## src/hdl/nrps_pkg.sv

```systemverilog
// Shared widths, codes and transfer structs for the nearest route point search block
`default_nettype none

package nrps_pkg;

    localparam int OP_W    = 2;
    localparam int IDX_W   = 10;
    localparam int COORD_W = 32;
    localparam int FIRST_W = 16;
    localparam int LEN_W   = 11;
    localparam int KIND_W  = 4;
    localparam int ORDER_W = 15;
    localparam int CNT_W   = 14;
    localparam int NPTS_W  = 11;
    localparam int NPTH_W  = 5;
    localparam int DIST_W  = 2 * COORD_W + 1;
    localparam int PI_W    = 18;
    localparam int APB_AW  = 4;
    localparam int APB_DW  = 32;

    localparam logic [CNT_W-1:0]          ORDER_MAX  = '1;
    localparam logic signed [ORDER_W-1:0] ORDER_NONE = '1;

    typedef enum logic [OP_W-1:0] {
        OP_LOAD_POINT = 2'd0,
        OP_LOAD_PATH  = 2'd1,
        OP_QUERY      = 2'd2
    } t_op;

    typedef enum logic [1:0] {
        CMD_POINT = 2'd0,
        CMD_PATH  = 2'd1,
        CMD_QUERY = 2'd2
    } t_cmd_kind;

    typedef enum logic [1:0] {
        REG_NUM_POINTS   = 2'd0,
        REG_NUM_PATHS    = 2'd1,
        REG_FORWARD_KIND = 2'd2
    } t_reg;

    typedef struct packed {
        t_cmd_kind                   kind;
        logic [IDX_W-1:0]            idx;
        logic signed [COORD_W-1:0]   lon;
        logic signed [COORD_W-1:0]   lat;
        logic signed [FIRST_W-1:0]   first;
        logic [LEN_W-1:0]            length;
        logic [KIND_W-1:0]           path_kind;
    } t_cmd;

    typedef struct packed {
        logic [NPTS_W-1:0] num_points;
        logic [NPTH_W-1:0] num_paths;
        logic [KIND_W-1:0] forward_kind;
    } t_cfg;

    typedef struct packed {
        logic idle;
        logic pipe_empty;
    } t_bk_stat;

endpackage

`default_nettype wire

```

## src/hdl/nrps_cfg.sv

```systemverilog
// APB register file: point count, path count and forward path kind
`default_nettype none

module nrps_cfg import nrps_pkg::*; (
    input  wire logic              i_clk,
    input  wire logic              i_rst_n,
    input  wire logic              psel,
    input  wire logic              penable,
    input  wire logic              pwrite,
    input  wire logic [APB_AW-1:0] paddr,
    input  wire logic [APB_DW-1:0] pwdata,
    output logic      [APB_DW-1:0] prdata,
    output logic                   pready,
    output t_cfg                   o_cfg
);

    logic [NPTS_W-1:0] r_num_points;
    logic [NPTH_W-1:0] r_num_paths;
    logic [KIND_W-1:0] r_forward_kind;
    logic              wr_en;
    t_reg              reg_idx;

    assign pready  = 1'b1;
    assign wr_en   = psel && penable && pwrite;
    assign reg_idx = t_reg'(paddr[APB_AW-1:2]);

    always_ff @(posedge i_clk) begin
        if (!i_rst_n) begin
            r_num_points   <= '0;
            r_num_paths    <= '0;
            r_forward_kind <= '0;
        end else if (wr_en) begin
            case (reg_idx)
                REG_NUM_POINTS:   r_num_points   <= pwdata[NPTS_W-1:0];
                REG_NUM_PATHS:    r_num_paths    <= pwdata[NPTH_W-1:0];
                REG_FORWARD_KIND: r_forward_kind <= pwdata[KIND_W-1:0];
                default: ;
            endcase
        end
    end

    always_comb begin
        case (reg_idx)
            REG_NUM_POINTS:   prdata = APB_DW'(r_num_points);
            REG_NUM_PATHS:    prdata = APB_DW'(r_num_paths);
            REG_FORWARD_KIND: prdata = APB_DW'(r_forward_kind);
            default:          prdata = '0;
        endcase
    end

    assign o_cfg.num_points   = r_num_points;
    assign o_cfg.num_paths    = r_num_paths;
    assign o_cfg.forward_kind = r_forward_kind;

endmodule

`default_nettype wire

```

## config.mk

```make
export PLATFORM = sky130hd
export DESIGN_NAME = nrps_cfg
export DESIGN_NICKNAME = d
export VERILOG_FILES = /design/src/hdl/nrps_pkg.sv /design/src/hdl/nrps_cfg.sv
export SDC_FILE = /design/constraint.sdc
export NUM_CORES = 1
export LEC_CHECK = 0
export ABC_CLOCK_PERIOD_IN_PS = 3700
export BUFFER_PORTS_ARGS = -buffer_cell sky130_fd_sc_hd__buf_2
export CELL_PAD_IN_SITES_DETAIL_PLACEMENT = 0
export CELL_PAD_IN_SITES_GLOBAL_PLACEMENT = 1
export CORE_MARGIN = 2
export CORE_UTILIZATION = 27
export DETAILED_ROUTE_END_ITERATION = 10
export GPL_TIMING_DRIVEN = 0
export PLACE_DENSITY_LB_ADDON = 0.1
export SKIP_CTS_REPAIR_TIMING = 1
export SLEW_MARGIN = 20
export SYNTH_ARGS = -nofsm -noshare
export SYNTH_HDL_FRONTEND = slang
export SYNTH_SLANG_ARGS = --single-unit
```

## constraint.sdc

```tcl
create_clock -name i_clk -period 3.7 [get_ports i_clk]
set_input_delay 1.11 -clock i_clk [delete_from_list [all_inputs] [get_ports i_clk]]
set_output_delay 1.11 -clock i_clk [all_outputs]
set_load 0.1 [all_outputs]
```

==> results of run 1 <==
-- cells by family after synthesis --
| logic type | after synthesis | share of synthesized area (%) |
|---|---|---|
| AOI/OAI and AO/OA | 4 | 1.764 |
| and+or+nand+nor | 48 | 22.38 |
| DFF | 20 | 35.28 |
| buffers and inverters | 28 | 17.86 |
| other | 2 | 0.6618 |
| muxes | 25 | 22.05 |
-- worst min path at each step --
stage	startpoint	end	slack, ns	cells after the start
3_5_place_dp	r_num_points[10]	r_num_points[10]	0.46	2
6_report	r_num_points[7]	r_num_points[7]	0.47	2
4_1_cts	r_num_points[10]	r_num_points[10]	0.47	2
5_1_grt	r_num_points[3]	r_num_points[3]	0.49	2
2_1_floorplan	r_num_points[10]	r_num_points[10]	0.89	2
3_3_place_gp	r_num_points[5]	r_num_points[5]	0.45	2
-- per-layer routing --
metal  up-vias  global-route usage [%]  share of wire [%]
met4         0                   4.412                1.1
met2        48                   18.75                 47
met5         -                       0                  0
met1       412                   14.46                 43
met3         5                   3.247                9.4
li1        504                       -                  -
-- registers in the layout, indices dropped and copies added (netlist names) --
name / flops
r_forward_kind: 4
r_num_paths: 5
r_num_points: 11
-- worst max-delay path, stage by stage --
cell and delay (ns):
buf_4 0.20, nor2b_1 0.33, nand2_1 0.11, o21ai_2 0.07, buf_2 0.44
-- report_power, final --
part	switching (uW)	leakage (uW)	internal, uW	total, uW
Combinational	151	0.000609	34.2	185
Clock	72.0	0.0000288	94.7	167
Sequential	1.99	0.000161	218	220
Total	225	0.000799	347	572
-- through the flow --
stage / util [%] / worst slack [ns] / hold WS, ns
6_report: 39.10 / 0.3268 / 0.4689
5_1_grt: 39.10 / 0.2675 / 0.4943
4_1_cts: 39.10 / 0.3069 / 0.4730
3_5_place_dp: 37.73 / 0.3116 / 0.4564
3_3_place_gp: 37.73 / 0.2951 / 0.4519
2_1_floorplan: - / 0.3092 / 0.8915
-- layout make-up --
class	instances	area, um2	share of cell area (%)
multi-input cells	99	624.3	39.63
well taps	50	62.56	3.971
repair buffers	46	230.2	14.61
clock buffers	4	55.05	3.495
plain buffers	28	202.7	12.87
flip-flops and latches	20	400.4	25.42
-- Yosys cell counts, types with 2 or more instances --
cell	number	area [um2]
and2_1	6	37.54
nand2_1	35	131.4
o21ai_0	4	20.02
dfxtp_1	20	400.4
mux2i_1	25	250.2
conb_1	2	7.510
nor2_1	2	7.510
clkbuf_1	2	7.510
nor3b_4	2	37.54
buf_4	24	180.2
==> metrics.md, run 1 <==
| Metric | Value |
|---|---|
| Power Total | 571.7 uW |
| Worst-path fanout max | 10 |
| Final Non-Filler Cells | 247 |
| Ratio of cells with drive above 1 in the final layout | 42.64% |
| ANT nets after route | 0 |
| Number of max-cap violations | 0 |
| Skew-Pair Late Insertion Delay | 0.25 ns |
| Synth async-reset ratio | 0% |
| Sequential element share of the synthesized area | 35.28% |
| Die ar. | 0.004738 mm2 |
| DR iter-0 viols | 29 |
| RSZ-0062 raised after global routing | no |
| # diodes | 0 |
| Final Net Count | 239 |
| Worst setup path end | prdata[3] |
| Top FF cell, synth | dfxtp_1 |
| Wirelength per Cell | 11.11 um |
| F_max | 296.5 MHz |
| Clock Path Buffers | 2 |
| Critical path class | in2out |
| Drt via density | 3.923 |
| Startpoint Class | primary input |
| Finished Cell Area | 0.001575 mm2 |
| Worst endpoint required time | 2.59 ns |
| Vias in the first global route | 818 |
| Placed cell areas | 0.001520 mm2 |
| Die Y | 68.83 um |
| CTS root buffer | clkbuf_8 |
| DRC violations left | 0 |
| I/O pin count | 94 |
| R2r startpoint | r_num_paths[3] |
| RR Endpoint | r_num_paths[3] |
| Most frequent cells in the layout | 46 x buf_2, 35 x nand2_1, 25 x mux2i_1 |
| Setup TNS | 0 ns |
| Synth Warn # | 0 |
| Power Dens Cells | 362.9 mW/mm2 |
| Worst Hold Class | reg2reg |
| Core area | 0.004029 mm2 |
| GRT Overall Usage | 11.54% |
| Netlist Area Pre-Place | 0.001135 mm2 |
| H-tree Lvls | 1 |
| Vias | 969 |
| Worst reg2reg path depth | 2 |
| Max Slew Vio Count | 0 |
| Crit path from | paddr[2] |
| Yosys cell types | 15 |
| Leakage | 0.0007992 uW |
| First-pass GRT wire length | 3891 um |
| RD Place Congestion | 0.7313 |
| CTS tree | yes |
| Number of synthesized flops with an enable pin | 0 |
| GRT Residual Overflow | 0 |
| Minimum clock period | 3.373 ns |
| IO buf count | 46 |
| Initial antenna violation count | 0 |
| Fill cells | 451 |
| Die width | 68.83 um |
| Reg2Reg Setup Slack | 3.07 ns |
| DRT Wirelength | 2744 um |
| Pin count of the biggest net entering global routing | 12 |
| Detailed Place HPWL | 2083 um |
| Avg Cell Area, Syn | 8.936 um2 |
| P&R area growth vs syn | 38.81% |
| Starting Density | 28.17% |
| Mapped Cells | 127 |
| Endpoints failing setup | 0 |
| Synthesis-stage register bit count | 20 |
| Num rows | 23 |
| Crit end category | primary output |
| VDD IR-drop max | 140.0 uV |
| WP data arrival | 2.26 ns |
| Setup skew after layout | 0 ns |
| Final hold vios | 0 |
| Fin crit share | 91.17% |
| CTS Sinks | 20 |
| Worst-path clk slew | 0.07 ns |
| Status | complete, no violations |
| Num CTS Buffers | 3 |
| First-pass iteration count of the detailed router | 4 |
| Cells after DPL | 243 |
| Most common library cell in the layout ignoring fill and taps | buf_2 |
Power figures use the tool's default switching activity.
==> run 2: changes to the inputs <==
Settings changed: ABC_AREA from default to 1, CORE_UTILIZATION 27 to 26, SKIP_LAST_GASP from default to 1.
==> run 2 against run 1 <==
Compared with the run above: cell count grew 25%; critical path depth stayed put; highest routed layer unchanged; total power grew 16%.
==> metrics.md, run 2 <==
| Metric | Value |
|---|---|
| H-tree Lvls | 1 (unchanged) |
| Worst endpoint required time | 2.59 ns (about the same) |
| Most frequent cells in the layout | 49 x nor2_1, 48 x buf_2, 35 x nand2_1 |
| First-pass GRT wire length | 5064 um (+30%) |
| Worst-path fanout max | 10 (unchanged) |
| Top reg by flops | r_num_points |
| Sw frac | 39.16% (-0.17 points) |
| Fin crit share | 93.64% (+2.5 points) |
| I/O pin count | 94 (unchanged) |
| Critical path class | in2out |
| IO buf count | 47 (+2.2%) |
| Fraction of the mapped netlist area in adder cells | 0% (unchanged) |
| Mapped Cells | 185 (+46%) |
| Status | complete, no violations |
| Num CTS Buffers | 3 (unchanged) |
| RD Place Congestion | 0.6822 (-6.7%) |
| Synthesis-stage register bit count | 20 (unchanged) |
| Netlist Area Pre-Place | 0.001175 mm2 (+3.5%) |
| Mux cell area share after synthesis | 0% (-22 points) |
| Ratio of cells with drive above 1 in the final layout | 32.42% (-10 points) |
| Slowest stage delay, CP | 0.42 ns (-0.02 ns) |
| Comb power frac | 32.8% (+0.4 points) |
| GRT Residual Overflow | 0 (unchanged) |
| CTS Sinks | 20 (unchanged) |
| Max Slew Vio Count | 0 (unchanged) |
| Most common library cell in the layout ignoring fill and taps | nor2_1 |
| F_max | 288.6 MHz (-2.6%) |
| Number of max-cap violations | 0 (unchanged) |
| Startpoint Class | primary input |
| Largest family of logic cells by synthesized area | simple AND/OR/NAND/NOR gates |
| Worst Hold Class | reg2reg |
| First-pass iteration count of the detailed router | 4 (unchanged) |
| Die width | 71.22 um (+3.5%) |
| Psw | 259.1 uW (+15%) |
| DRC violations left | 0 (unchanged) |
| Ranking of synthesized cells by area | dfxtp_1 34%, nor2_1 16%, buf_4 15% |
| Worst-path clk slew | 0.07 ns (about the same) |
| VDD IR-drop max | 270.2 uV (+93%) |
| Crit path cell chain | buf_2 -> nor2_2 -> buf_4 -> a22o_1 -> buf_2 |
| Endpoints failing setup | 0 (unchanged) |
| Setup TNS | 0 ns (unchanged) |
| Crit end category | primary output |
| Sequential share of power | 33.7% (-4.8 points) |
| Wirelength per Cell | 10.01 um (-9.9%) |
| Avg Cell Area, Syn | 6.351 um2 (-29%) |
| Power Dens Cells | 408.1 mW/mm2 (+12%) |
| ANT nets after route | 0 (unchanged) |
| Largest register FFs | 11 (unchanged) |
| Post-synthesis compound-gate area fraction | 0.7455% (-1.0 points) |
| Place WS | 0.1975 ns (-0.1141 ns) |
| Design internal power | 402.6 uW (+16%) |
| CTS root buffer | clkbuf_8 |
| Core area | 0.004354 mm2 (+8.1%) |
| Top-count cell post-synth | nor2_1 |
| Skew-Pair Late Insertion Delay | 0.26 ns (about the same) |
| Die ar. | 0.005072 mm2 (+7.1%) |
| Number of synthesized flops with an enable pin | 0 (unchanged) |
| Clock power share | 33.5% (+4.3 points) |
| Detailed Place HPWL | 2363 um (+13%) |
| Leading registers by flop count | r_num_points (11), r_num_paths (5), r_forward_kind (4) |
| Most frequent cells after synthesis | 49 x nor2_1, 35 x nand2_1, 25 x nand3_1 |
| Vias in the first global route | 1142 (+40%) |
| Crit path top cell by count | buf_2 |
| Drt via density | 3.935 (+0.31%) |
| XOR/XNOR Fraction of Synth Area | 0% (unchanged) |
| Starting Density | 26.98% (-1.2 points) |
| GRT Overall Usage | 12.64% (+1.1 points) |
| Synth Area in Simple Gates | 41.43% (+19 points) |
| RSZ-0062 raised after global routing | no |
| Synth Warn # | 0 (unchanged) |
| Initial antenna violation count | 0 (unchanged) |
| Minimum clock period | 3.464 ns (+0.09127 ns) |
| # diodes | 0 (unchanged) |
| Final hold vios | 0 (unchanged) |
| Die Y | 71.22 um (+3.5%) |
| Slowest CP cell | buf_2 |
| Clock Path Buffers | 2 (unchanged) |
| DRT Wirelength | 3083 um (+12%) |
| Vias | 1212 (+25%) |
| Fin worst setup slack | 0.2355 ns (-0.09127 ns) |
| Setup skew after layout | 0 ns (unchanged) |
| DR iter-0 viols | 31 (+6.9%) |
| P&R area growth vs syn | 38.02% |
| Area leader, netlist | dfxtp_1 |
| CTS tree | yes |
| Sequential element share of the synthesized area | 34.08% (-1.2 points) |
| WP data arrival | 2.35 ns (+0.09 ns) |
| Final Net Count | 298 (+25%) |
| Num rows | 24 (+4.3%) |
| Synth async-reset ratio | 0% (unchanged) |
| Yosys cell types | 14 (-1) |
| Top FF cell, synth | dfxtp_1 |
| Top cell type's share of synthesized area | 34.08% (-1.2 points) |
| Pin count of the biggest net entering global routing | 13 (+1) |
| Leakage | 0.0009136 uW (+14%) |
## run 2: area by class of cell
cell class                      instances  area, um2
Buffer                                 28      196.4
Clock buffer                            3      41.29
Clock inverter                          1      30.03
Fill cell                             512       2733
Inverter                               20      75.07
Multi-Input combinational cell        137      578.1
Sequential cell                        20      400.4
Tap cell                               52      65.06
Timing Repair Buffer                   47      235.2
## run 2: layer usage
metal / track usage, % / routed length [um] / share of wire [%]
met5: 0 / 0 / 0
met3: 3.235 / 243 / 7.9
met4: 2.516 / 25 / 0.81
met2: 22.12 / 1460 / 47
met1: 15.76 / 1354 / 44
## run 2: metrics by stage
stage	power (uW)	utilization, %	cells	area, um2	hold WS (ns)
detailed placement	446.3	35.60	304	1550	0.4909
finish	661.7	37.24	308	1622	0.4972
global route	687.7	37.24	308	1622	0.5204
CTS	670.7	37.24	308	1622	0.5036
floorplan	419.9	-	205	1250	0.9272
global placement	446.3	35.60	304	1550	0.4914
## run 2: cells by family after synthesis
| family | Yosys count |
|---|---|
| and+or+nand+nor | 114 |
| DFF | 20 |
| other | 2 |
| buffers and inverters | 48 |
| AOI/OAI and AO/OA | 1 |
## run 2: critical path: cells and delay by family
| family | cells | cell delay, ns |
|---|---|---|
| AND/OR/NAND/NOR | 1 | 0.28 |
| buffers and inverters | 3 | 0.81 |
| AO/OA/AOI/OAI | 1 | 0.15 |
## run 2: power groups by stage
stage               Clock [uW]  Sequential, uW  Combinational [uW]
global placement             0             228                 218
floorplan                    0             262                 158
finish                     222             223                 217
global route               235             224                 229
detailed placement           0             228                 218
CTS                        229             223                 218
## run 2: final timing paths
check                       start               to  slack, ns  cells after the start
hold / removal     r_num_paths[3]   r_num_paths[3]       0.50                      2
setup / recovery         paddr[2]        prdata[4]       0.24                      5
setup reg to reg  r_num_points[2]  r_num_points[2]       3.10                      2
hold reg to reg    r_num_paths[3]   r_num_paths[3]       0.50                      2
==> run 3: changes to the inputs <==
Settings changed: CORE_MARGIN 2 to 5.
==> run 3 against run 2 <==
Compared with the run above: sequential power about the same; flip-flop and latch count unchanged; cell count unchanged; largest power group unchanged.
==> metrics.md, run 3 (same netlist as run 2, synthesis figures left out) <==
| Metric | Value |
|---|---|
| Die Y | 77.22 um (+8.4%) |
| Worst endpoint required time | 2.59 ns (about the same) |
| Vias | 1184 (-2.3%) |
| Fin worst setup slack | 0.2117 ns (-0.02377 ns) |
| Final Net Count | 298 (unchanged) |
| Starting Density | 26.80% (-0.18 points) |
| Initial antenna violation count | 0 (unchanged) |
| Place WS | 0.2068 ns (+0.009322 ns) |
| DRC violations left | 0 (unchanged) |
| Reg2Reg Setup Slack | 3.10 ns (about the same) |
| DR iter-0 viols | 25 (-19%) |
| Skew-Pair Late Insertion Delay | 0.26 ns (about the same) |
| Wirelength per Cell | 10.56 um (+5.5%) |
| WP data arrival | 2.38 ns (+0.03 ns) |
| Endpoints failing setup | 0 (unchanged) |
| Worst-path clk slew | 0.08 ns (about the same) |
| Setup TNS | 0 ns (unchanged) |
| Drt via density | 3.844 (-2.3%) |
| RR Endpoint | r_num_points[1] |
| Power Dens Cells | 408.2 mW/mm2 (about the same) |
| ANT nets after route | 0 (unchanged) |
| RD Place Congestion | 0.6985 (+2.4%) |
| Max Slew Vio Count | 0 (unchanged) |
| Pin count of the biggest net entering global routing | 13 (unchanged) |
| Ratio of cells with drive above 1 in the final layout | 32.42% (unchanged) |
| Most common library cell in the layout ignoring fill and taps | nor2_1 |
| VDD IR-drop max | 214.1 uV (-21%) |
| Top reg by flops | r_num_points |
| Worst Hold Class | reg2reg |
| Startpoint Class | primary input |
| CTS root buffer | clkbuf_8 |
| Worst-path fanout max | 10 (unchanged) |
| Hold Path Origin | r_num_points[10] |
| P&R area growth vs syn | 38.02% (unchanged) |
| First-pass GRT wire length | 5471 um (+8.0%) |
| Critical path class | in2out |
| Leading registers by flop count | r_num_points (11), r_num_paths (5), r_forward_kind (4) |
| Most frequent cells in the layout | 49 x nor2_1, 48 x buf_2, 35 x nand2_1 |
| Die ar. | 0.005963 mm2 (+18%) |
| GRT Residual Overflow | 0 (unchanged) |
| Die width | 77.22 um (+8.4%) |
| RSZ-0062 raised after global routing | no |
| Vias in the first global route | 1151 (+0.79%) |
| DRT Wirelength | 3253 um (+5.5%) |
| Hold depth | 2 (unchanged) |
| CTS Sinks | 20 (unchanged) |
| Worst reg2reg path depth | 2 (unchanged) |
| Fin crit share | 94.28% (+0.64 points) |
| CTS tree | yes |
| Num CTS Buffers | 3 (unchanged) |
| IO buf count | 47 (unchanged) |
| Worst Hold Endpoint | r_num_points[10] |
| R2r startpoint | r_num_points[1] |
| Crit path from | paddr[2] |
| # diodes | 0 (unchanged) |
| Crit end category | primary output |
| Final hold vios | 0 (unchanged) |
| Largest register FFs | 11 (unchanged) |
| F_max | 286.7 MHz (-0.68%) |
| Power Total | 661.9 uW (about the same) |
| First-pass iteration count of the detailed router | 4 (unchanged) |
| Leakage | 0.0009136 uW (unchanged) |
| H-tree Lvls | 1 (unchanged) |
| Number of max-cap violations | 0 (unchanged) |
| I/O pin count | 94 (unchanged) |
| Detailed Place HPWL | 2544 um (+7.7%) |
| Setup skew after layout | 0 ns (unchanged) |
| Num rows | 24 (unchanged) |
| Status | complete, no violations |
| Minimum clock period | 3.488 ns (+0.02377 ns) |
| Clock Path Buffers | 2 (unchanged) |
| Core area | 0.004384 mm2 (+0.69%) |
| GRT Overall Usage | 11.23% (-1.4 points) |
run 3: cell counts in the layout (fill, tap and decap cells not counted):
Identical to the previous run, type by type.
run 3: where the power goes:
part | internal [uW] | switching, uW | leakage (uW) | total, uW
Sequential | 220 | 3.30 | 0.000162 | 223
Combinational | 38.3 | 179 | 0.000716 | 218
Clock | 144 | 76.9 | 0.0000357 | 221
Total | 403 | 259 | 0.000914 | 662
run 3: final cells by class:
class	count	area, um2
plain buffers	28	196.4
clock buffers	3	41.29
clock inverters	1	30.03
fillers	518	2763
inverters	20	75.07
multi-input cells	137	578.1
flip-flops and latches	20	400.4
well taps	52	65.06
repair buffers	47	235.2
run 3: worst max path at each step:
| stage | to | slack, ns |
|---|---|---|
| floorplan | prdata[10] | 0.06 |
| global placement | prdata[4] | 0.21 |
| detailed placement | prdata[3] | 0.21 |
| CTS | prdata[3] | 0.20 |
| global route | prdata[3] | 0.13 |
| finish | prdata[3] | 0.21 |
run 3: routing by layer:
metal  vias to the layer above  global-route usage [%]  share of wire, %
li1                        658                       -                 -
met5                         -                       0                 0
met1                       480                   15.27                48
met4                         0                   1.546              0.25
met3                         2                   3.747               8.7
met2                        44                   17.59                43
run 3: worst max-delay path, cell delays in order:
cell     delay [ns]
buf_2          0.14
nor2_2         0.29
buf_4          0.25
nand2_1        0.08
nand3_1        0.09
buf_2          0.42
run 3: stage by stage:
step	cells	hold slack (ns)	utilization [%]	cell area (um2)
2_1_floorplan	205	0.9272	-	1250
6_report	308	0.4957	36.99	1622
3_3_place_gp	304	0.4899	35.36	1550
4_1_cts	308	0.5008	36.99	1622
3_5_place_dp	304	0.4890	35.36	1550
5_1_grt	308	0.5209	36.99	1622
